## src/rtl/core/utf8d_pkg.sv

```systemverilog
// utf8d_pkg: shared types and constants of the utf-8 stream decoder
`timescale 1ns / 1ps

package utf8d_pkg;

    localparam int CP_W           = 21;
    localparam int UTF8D_FIFO_DEPTH = 4;

    // byte classes of a utf-8 stream
    localparam logic [7:0] BYTE_ASCII_LO = 8'h00;
    localparam logic [7:0] BYTE_ASCII_HI = 8'h7F;
    localparam logic [7:0] BYTE_CONT_LO  = 8'h80;
    localparam logic [7:0] BYTE_CONT_HI  = 8'hBF;
    localparam logic [7:0] BYTE_LEAD2_LO = 8'hC0;
    localparam logic [7:0] BYTE_LEAD2_HI = 8'hDF;
    localparam logic [7:0] BYTE_LEAD3_LO = 8'hE0;
    localparam logic [7:0] BYTE_LEAD3_HI = 8'hEF;
    localparam logic [7:0] BYTE_LEAD4_LO = 8'hF0;
    localparam logic [7:0] BYTE_LEAD4_HI = 8'hF7;

    // continuation bytes still expected after each lead
    localparam logic [1:0] REM_NONE  = 2'd0;
    localparam logic [1:0] REM_LEAD2 = 2'd1;
    localparam logic [1:0] REM_LEAD3 = 2'd2;
    localparam logic [1:0] REM_LEAD4 = 2'd3;

    typedef struct packed {
        logic [7:0] text_byte;
        logic       end_of_string;
    } in_beat_t;

    typedef struct packed {
        logic [CP_W-1:0] code_point;
        logic            last_item;
    } out_beat_t;

    // decoder state
    typedef struct packed {
        logic [CP_W-1:0] partial_value;
        logic [1:0]      bytes_remaining;
    } dec_state_t;

    // results of one byte, packed from slot 0 upward
    typedef struct packed {
        logic [1:0] count;
        out_beat_t  slot1;
        out_beat_t  slot0;
    } dec_results_t;

endpackage

```

## src/rtl/core/utf8d_decode.sv

```systemverilog
// utf8d_decode: per-byte state update and result generation
`timescale 1ns / 1ps

module utf8d_decode
    import utf8d_pkg::*;
(
    input  dec_state_t   state,
    input  in_beat_t     beat,
    output dec_state_t   state_next,
    output dec_results_t results
);

    logic [CP_W-1:0] shifted;
    out_beat_t       char_beat;
    out_beat_t       term_beat;
    logic            char_out;

    assign shifted   = {state.partial_value[CP_W-7:0], beat.text_byte[5:0]};
    assign term_beat = '{code_point: '0, last_item: 1'b1};

    always_comb
    begin
        state_next = state;
        char_beat  = '{code_point: '0, last_item: 1'b0};
        char_out   = 1'b0;

        unique case (beat.text_byte) inside
            [BYTE_ASCII_LO:BYTE_ASCII_HI]:
            begin
                state_next = '0;
                char_beat  = '{code_point: CP_W'(beat.text_byte), last_item: 1'b0};
                char_out   = 1'b1;
            end
            [BYTE_CONT_LO:BYTE_CONT_HI]:
            begin
                // stray continuation bytes leave the state alone
                if (state.bytes_remaining != REM_NONE)
                begin
                    state_next.bytes_remaining = state.bytes_remaining - 2'd1;
                    state_next.partial_value   = shifted;
                    if (state.bytes_remaining == REM_LEAD2)
                    begin
                        char_beat  = '{code_point: shifted, last_item: 1'b0};
                        char_out   = 1'b1;
                        state_next.partial_value = '0;
                    end
                end
            end
            [BYTE_LEAD2_LO:BYTE_LEAD2_HI]:
            begin
                state_next.partial_value   = CP_W'(beat.text_byte[4:0]);
                state_next.bytes_remaining = REM_LEAD2;
            end
            [BYTE_LEAD3_LO:BYTE_LEAD3_HI]:
            begin
                state_next.partial_value   = CP_W'(beat.text_byte[3:0]);
                state_next.bytes_remaining = REM_LEAD3;
            end
            [BYTE_LEAD4_LO:BYTE_LEAD4_HI]:
            begin
                state_next.partial_value   = CP_W'(beat.text_byte[2:0]);
                state_next.bytes_remaining = REM_LEAD4;
            end
            default:
            begin
                // invalid lead
                state_next = '0;
            end
        endcase

        if (beat.end_of_string)
        begin
            state_next = '0;
        end
    end

    always_comb
    begin
        results.count = {1'b0, char_out} + {1'b0, beat.end_of_string};
        results.slot0 = char_out ? char_beat : term_beat;
        results.slot1 = term_beat;
    end

endmodule

```

## src/rtl/core/utf8d_fifo.sv

```systemverilog
// utf8d_fifo: result queue taking up to two beats per cycle, one out
`timescale 1ns / 1ps

module utf8d_fifo
    import utf8d_pkg::*;
#(
    parameter int DEPTH = UTF8D_FIFO_DEPTH
)
(
    input  logic         clk,
    input  logic         rst_n,
    input  dec_results_t push,
    output logic         space_ok,
    output logic         head_valid,
    output out_beat_t    head,
    input  logic         pop
);

    localparam int AW = (DEPTH > 1) ? $clog2(DEPTH) : 1;
    localparam int CW = $clog2(DEPTH + 1);

    out_beat_t       mem [DEPTH];
    logic [AW-1:0]   wr_ptr_reg;
    logic [AW-1:0]   wr_ptr_next;
    logic [AW-1:0]   rd_ptr_reg;
    logic [AW-1:0]   rd_ptr_next;
    logic [CW-1:0]   count_reg;
    logic [CW-1:0]   count_next;
    logic [AW-1:0]   wr_ptr_plus1;

    function automatic logic [AW-1:0] ptr_inc(input logic [AW-1:0] p);
        logic [AW-1:0] r;
        if (p == AW'(DEPTH - 1))
            r = '0;
        else
            r = p + AW'(1);
        return r;
    endfunction

    assign wr_ptr_plus1 = ptr_inc(wr_ptr_reg);
    assign space_ok     = (count_reg <= CW'(DEPTH - 2));
    assign head_valid   = (count_reg != '0);
    assign head         = mem[rd_ptr_reg];

    always_comb
    begin
        wr_ptr_next = wr_ptr_reg;
        if (push.count == 2'd1)
            wr_ptr_next = wr_ptr_plus1;
        else if (push.count == 2'd2)
            wr_ptr_next = ptr_inc(wr_ptr_plus1);
        rd_ptr_next = pop ? ptr_inc(rd_ptr_reg) : rd_ptr_reg;
        count_next  = count_reg + CW'(push.count) - CW'(pop);
    end

    always_ff @(posedge clk or negedge rst_n)
    begin
        if (!rst_n)
        begin
            wr_ptr_reg <= '0;
            rd_ptr_reg <= '0;
            count_reg  <= '0;
        end
        else
        begin
            wr_ptr_reg <= wr_ptr_next;
            rd_ptr_reg <= rd_ptr_next;
            count_reg  <= count_next;
        end
    end

    always_ff @(posedge clk)
    begin
        if (push.count != 2'd0)
            mem[wr_ptr_reg] <= push.slot0;
        if (push.count == 2'd2)
            mem[wr_ptr_plus1] <= push.slot1;
    end

endmodule

```

## src/rtl/core/utf8_stream_decoder_core.sv

```systemverilog
// utf8_stream_decoder_core: utf-8 byte stream to code point decoder, top level
//
//  channel | dir | payload    | handshake
//  --------+-----+------------+-----------------------------------
//  in      | in  | in_beat_t  | in_valid / in_ready, one byte per beat
//  out     | out | out_beat_t | out_valid / out_ready, one code point per beat
//
// one byte is taken per cycle while in_ready is high; a byte yielding a result
// shows it on out the next cycle at the earliest
// a byte that yields two beats (a character and the terminator) sends them one
// after the other, so the sustained rate is set by the single output port
// in_ready drops when the result queue has fewer than two free entries
// reset clears the decoder state and the queue; nothing needs a clearing pass
// stalls on out only reach in_ready once fewer than two queue entries are free
`timescale 1ns / 1ps

module utf8_stream_decoder_core
    import utf8d_pkg::*;
#(
    parameter int FIFO_DEPTH = UTF8D_FIFO_DEPTH
)
(
    input  logic      clk,
    input  logic      rst_n,
    input  logic      in_valid,
    output logic      in_ready,
    input  in_beat_t  in_data,
    output logic      out_valid,
    input  logic      out_ready,
    output out_beat_t out_data
);

    dec_state_t   state_reg;
    dec_state_t   state_next;
    dec_state_t   dec_state;
    dec_results_t dec_res;
    dec_results_t push;
    logic         in_fire;
    logic         space_ok;

    assign in_ready = space_ok;
    assign in_fire  = in_valid && space_ok;

    // decode the incoming byte against the current sequence state
    utf8d_decode u_decode (
        .state      (state_reg),
        .beat       (in_data),
        .state_next (dec_state),
        .results    (dec_res)
    );

    always_comb
    begin
        state_next = in_fire ? dec_state : state_reg;
        push       = dec_res;
        if (!in_fire)
            push.count = 2'd0;
    end

    always_ff @(posedge clk or negedge rst_n)
    begin
        if (!rst_n)
            state_reg <= '0;
        else
            state_reg <= state_next;
    end

    // result queue doubles as the output register
    utf8d_fifo #(
        .DEPTH (FIFO_DEPTH)
    ) u_fifo (
        .clk        (clk),
        .rst_n      (rst_n),
        .push       (push),
        .space_ok   (space_ok),
        .head_valid (out_valid),
        .head       (out_data),
        .pop        (out_valid && out_ready)
    );

endmodule

```

## config.mk

```make
export PLATFORM = sky130hd
export DESIGN_NAME = utf8_stream_decoder_core
export DESIGN_NICKNAME = d
export VERILOG_FILES = /design/src/rtl/core/utf8d_pkg.sv /design/src/rtl/core/utf8d_decode.sv /design/src/rtl/core/utf8d_fifo.sv /design/src/rtl/core/utf8_stream_decoder_core.sv
export SDC_FILE = /design/constraint.sdc
export NUM_CORES = 1
export LEC_CHECK = 0
export BUFFER_PORTS_ARGS = -buffer_cell sky130_fd_sc_hd__clkbuf_2
export CAP_MARGIN = 20
export CORE_UTILIZATION = 59
export CTS_CLUSTER_DIAMETER = 50
export DETAILED_ROUTE_END_ITERATION = 8
export GPL_TIMING_DRIVEN = 0
export MAX_ROUTING_LAYER = met4
export PLACE_DENSITY = 0.82
export RECOVER_POWER = 100
export SLEW_MARGIN = 0
export SYNTH_ARGS = -nofsm -noshare
export SYNTH_HDL_FRONTEND = slang
export SYNTH_SLANG_ARGS = --single-unit
```

## constraint.sdc

```tcl
create_clock -name clk -period 3.02 [get_ports clk]
set_input_delay 0 -clock clk [delete_from_list [all_inputs] [get_ports clk]]
set_output_delay 0 -clock clk [all_outputs]
set_load 0.03 [all_outputs]
```

# Yosys cells after proc, flatten, opt, wreduce, memory -nomap -nowiden
# Memory sizes are Yosys's and may differ from the RTL's.
# Index checks and enable logic that the tools add are counted.
# word_totals
register_bits	24
ram_bits	88
output_inout_bits	24
word_cells	64
memories	1
# memory_table
memory	words	width	rd	rd_clocked_by_memory_dff	wr	line	source
u_fifo.mem	4	22	1	0	2	utf8d_fifo.sv:22	out_beat_t mem [DEPTH];
# op_classes
add_sub_neg	7
order_cmp	11
eq_ne	7
muxes	21
n_reduce_logical	12
# ops
cell	count
$pmux 17 s4	1
$mux 22	3
$pmux 22 s2	1
$mux 17	2
$ge 8x8->1 const B	4
$le 8x8->1 const B	4
$mux 15	1
$mux 2	6
$eq 2x2->1 const B	4
$ge 8x1->1 const B	1
$le 8x7->1 const B	1
$logic_and 1x1->1	7
$add 2x1->2 const B	3
$mux 1	6
$reduce_bool 2->1	3
$eq 2x1->1 const B	2
$add 3x2->3	1
$le 3x2->1 const B	1
$ne 3x3->1 const B	1
$reduce_bool 3->1	1
$sub 3x1->3	1
$add 1x1->2	1
$pmux 1 s2	1
$reduce_and 2->1	1
$sub 2x1->2 const B	1

# Longest topological paths before layout
# logic_depth
word_depth	9
mapped_depth	13
mapped_depth_nobuf	11

# By module
# Synthesis repeated with hierarchy kept, for this count alone.
# hier_totals
cells_unflattened	461
area_unflattened_um2	6660.1
# modules_own_cells
module	n_inst	cells_per_inst	area_each_um2	seq_area_each_um2
utf8d_fifo	1	268	4803.4	2817.7
utf8_stream_decoder_core	1	52	982.2	575.6
utf8d_decode	1	141	874.6	0.0

# Worst setup path after synthesis
# OpenSTA, ideal clock, no wires.
# synth_timing
path_kind	register -> register
from	register state_reg[1] in the netlist's numbering
to	memory u_fifo.mem[0][12] in the netlist's numbering
setup_time_ns	0.059
arrival_ns	2.470
required_ns	2.961
slack_ns	0.492
path_stages_with_launch	13
path_buffers	1
period_less_slack_ns	2.528
path_cell_list	dfrtp_1 inv_1 ha_1 inv_1 o21ai_1 ha_1 and3_1 inv_1 ha_1 nand2b_1 nor4b_4 buf_4 a22o_1
# synth_lines
element	line	source
from (decl)	utf8_stream_decoder_core.sv:33	dec_state_t state_reg;
from (signal assigned)	utf8_stream_decoder_core.sv:65	state_reg <= state_next;
to (decl)	utf8d_fifo.sv:22	

==> impl_metrics.csv <==
group,metric,value,unit
outcome,status,"finished with violations",
outcome,violations,"max-capacitance violations, max-slew violations",
pwr,peakVddDrop,487,uV
cts,cts_tree,"built",
cells_and_area,final_util,68.6,%
worst_setup_path,r2r-start,"state_reg[0]",
place,gp_congestion,0.926,
global_routing,grt.met3_usage,5.50,%
worst_setup_path,crit_path_end_kind,"flip-flop",
cts,root_buffer,"clkbuf_8",
die,start_util,61.7,%
synth,yosys.area_share.xor_xnor,0.545,%
route,postRouteAntennaNets,0,
worst_hold_path,min_path_cells,4,
worst_setup_path,crit_top_cell,"ha_1",
synth,synthArstFlopShare,21.4,%
synth,synth-compound-area-share,22.6,%
cells_and_area,fin_area,5360,sq um
worst_setup_path,arrival,3.15,ns
synth,synth_cell_type_count,39,
route,vias,3509,
sta,min_period_over_period,93.9,%
synth,synthTopCellsByArea,"dfxtp_1 (37%), a22o_1 (13%), dfrtp_1 (12%)",
worst_hold_path,hp-start,"in_data[0]",
cts,insertion_delay,0.37,ns
worst_setup_path,crit_path_max_incr_delay,0.44,ns
worst_setup_path,cp.required,3.34,ns
worst_setup_path,cp_max_fo,10,
synth,synth_top_family_by_area,"compound AO/OA/AOI/OAI gates",
synth,synth_area,4820,sq um
sta,final_max_slew_viol_count,9,
synth,ys_ff_latch,112,
global_routing,grt_use_met2,45.9,%
pwr,fin_total_pwr,4280,uW
global_routing,gr-total-overflow,0,
worst_setup_path,cp-start-kind,"flip-flop",
route,wl,10.9,mm
worst_hold_path,hold_path.class,"in -> reg",
pwr,p_leak,0.00223,uW
place,placed_cells,512,
synth,synth_warnings,0,
sta,clock.fmax,353,MHz
synth,syn_nets,409,
synth,synthFlopType,"dfxtp_1",
global_routing,use_met1,36.0,%
route,viasPerCell,6.56,
synth,synth_area_leader_cell,"dfxtp_1",
cts,numCtsBuffers,9,
place,dpl-instance-area,5120,sq um
global_routing,grt_pass1_wl,17.9,mm
die,die-height,92.4,microns
sta,worst_pin_slew,1.77,ns
global_routing,antenna_found_initial,0,
cells_and_area,syn_to_final_growth,11.2,%
sta,slew_headroom,-19.7,%
sta,min_period,2.83,ns
sta,setup_viol,0,
route,drtIter0Drc,202,
cells_and_area,antenna_cells,0,
cells_and_area,largest_reg_flops,88,
place,post-dp-hpwl,7.68,mm
worst_setup_path,crit_path_start,"state_reg[0]",
die,die_w,92.4,microns
cts,cts_max_level,3,
worst_setup_path,worst-setup-path-type,"reg -> reg",
cells_and_area,stdcell_count,535,
worst_setup_path,cp_slowest_cell,"dfrtp_1",
global_routing,grt.busiest_layer,"met2",
route,drcViolationCount,0,
synth,synthSimpleGateAreaFrac,7.30,%
global_routing,grt_max_degree,25,
cells_and_area,finalNetCount,461,
die,die_area,8530,sq um
synth,yosys.area_share.adder,5.35,%
route,firstDrtPassIters,5,
worst_setup_path,cpLargestDelayFamily,"simple AND/OR/NAND/NOR gates",
synth,synth_cells,376,
worst_setup_path,path_buf_inv,3,
synth,synth.avg_cell_area,12.8,sq um
worst_hold_path,min_to,"state_reg[2]",
die,rows,32,
worst_setup_path,r2r_slack,0.19,ns
global_routing,grt_pass1_vias,3460,
worst_setup_path,timing.rr.end,"u_fifo.mem[3][14]",
sta,whs,0.0309,ns
sta,finalHoldViolCount,0,
cts,clk_pin_slew_worst_paths,0.11,ns
worst_setup_path,r2r_cells,11,
global_routing,gr-usage-all-layers,28.5,%
synth,synth_edf_count,0,
synth,netlist.area_leader.share,36.6,%
route,routedWlPerCell,20.4,microns
sta,clock_skew,0.0106,ns
cts,cts.sinks,112,
cts,cts_buffer_depth,2,
worst_setup_path,path_cells,"ha_1 -> inv_1 -> o21ai_4 -> ha_1 -> and3_1 -> inv_1 -> ha_1 -> nand2b_1 -> nor4b_4 -> buf_6 -> a22o_1",
synth,synthMuxAreaShare,11.0,%
die,ioPinCount,37,
cells_and_area,drive_gt1_share,22.6,%
place,port-buffer-count,34,
die,core_area,7810,sq um
pwr,power_density,800,nW/um^2
synth,yosysSeqAreaShare,49.0,%
run,cap_violations,1,
==> where the power goes <==
group,leakage (uW),switching (uW),internal [uW]
Combinational,0.00111,893,643
Sequential,0.00103,199,1730
Clock,0.0000858,510,313
==> layer usage <==
metal  vias to the layer above  part of all wire, %
met1                      1784                   42
li1                       1583                    -
met3                        20                  4.8
met4                         0                  2.3
met2                       122                   50
met5                         -                    0
==> layout by cell type, fill, tap and decap left out, types with 5 or more instances in the layout <==
cell type	instances
a21oi_1	13
a22o_1	69
a32o_1	25
buf_2	5
clkbuf_1	13
clkbuf_2	37
clkbuf_8	9
dfrtp_1	24
dfxtp_1	88
dlygate4sd3_1	5
ha_1	19
inv_1	13
mux4_2	22
nand2_1	13
nand2b_1	6
nand3_1	6
nor2b_1	7
o21ai_0	5
==> how the worst max path moves through the flow <==
| stage | endpoint | slack, ns | cells after the start |
|---|---|---|---|
| after detailed placement | u_fifo.mem[0][14] | -0.04 | 12 |
| after global routing | u_fifo.mem[2][16] | -0.01 | 14 |
| after CTS | u_fifo.mem[0][14] | 0.08 | 12 |
| after global placement | u_fifo.mem[0][10] | 0.04 | 12 |
| final | u_fifo.mem[3][14] | 0.19 | 11 |
| after floorplan | u_fifo.mem[0][12] | 0.49 | 12 |
==> timing repair <==
item / 4_1_cts / 5_1_grt
setup endpoints to repair: 42 / 71
pin swaps: 0 / 2
hold endpoints to repair: 43 / 0
resized for setup: 3 / 14
cloned: 0 / 0
hold buffers: 5 / 0
buffers inserted: 0 / 2
==> area by class of cell <==
| class | instances | area, sq um |
|---|---|---|
| inverters | 14 | 66.3 |
| well taps | 102 | 128 |
| multi-input cells | 225 | 2250 |
| clock inverters | 6 | 50.0 |
| flip-flops and latches | 112 | 2360 |
| clock buffers | 10 | 128 |
| repair buffers | 41 | 229 |
| fillers | 586 | 2450 |
| plain buffers | 25 | 144 |
==> per-stage QoR <==
step | TNS, ns | setup slack (ns)
4_1_cts | 0 | 0.0848
3_5_place_dp | -0.149 | -0.0377
6_report | 0 | 0.185
3_3_place_gp | 0 | 0.0392
2_1_floorplan | 0 | 0.492
5_1_grt | -0.0148 | -0.0110
==> synthesized netlist by cell type (all sizes together), types with 2 or more instances <==
library cell / instances
o2bb2ai: 3
ha: 19
mux4: 22
inv: 13
o21ai: 6
nor3: 3
dfxtp: 88
nand2b: 6
nand3: 6
nor2: 2
a21oi: 14
buf: 12
clkbuf: 13
and3: 4
a22o: 69
o21bai: 2
mux2: 3
a32o: 25
nor2b: 7
o211ai: 4
xnor2: 2
dfrtp: 24
nor4b: 4
nand2: 13
==> cells by family (layout without fill, tap and decap cells) <==
| family | Yosys count | count (layout) |
|---|---|---|
| muxes | 25 | 25 |
| adders and majority gates | 20 | 20 |
| buffers and inverters | 39 | 96 |
| AOI/OAI and AO/OA | 128 | 128 |
| DFF | 112 | 112 |
| xor gates and xnor gates | 3 | 3 |
| and+or+nand+nor | 49 | 49 |
==> worst register-to-register path, stage by stage (launching register included) <==
cell and delay [ns]:
dfrtp_1 0.44, ha_1 0.26, inv_1 0.12, o21ai_4 0.08, ha_1 0.29, and3_1 0.19, inv_1 0.07, ha_1 0.25
nand2b_1 0.28, nor4b_4 0.44, buf_6 0.22, a22o_1 0.15
Power figures use the tool's default switching activity.
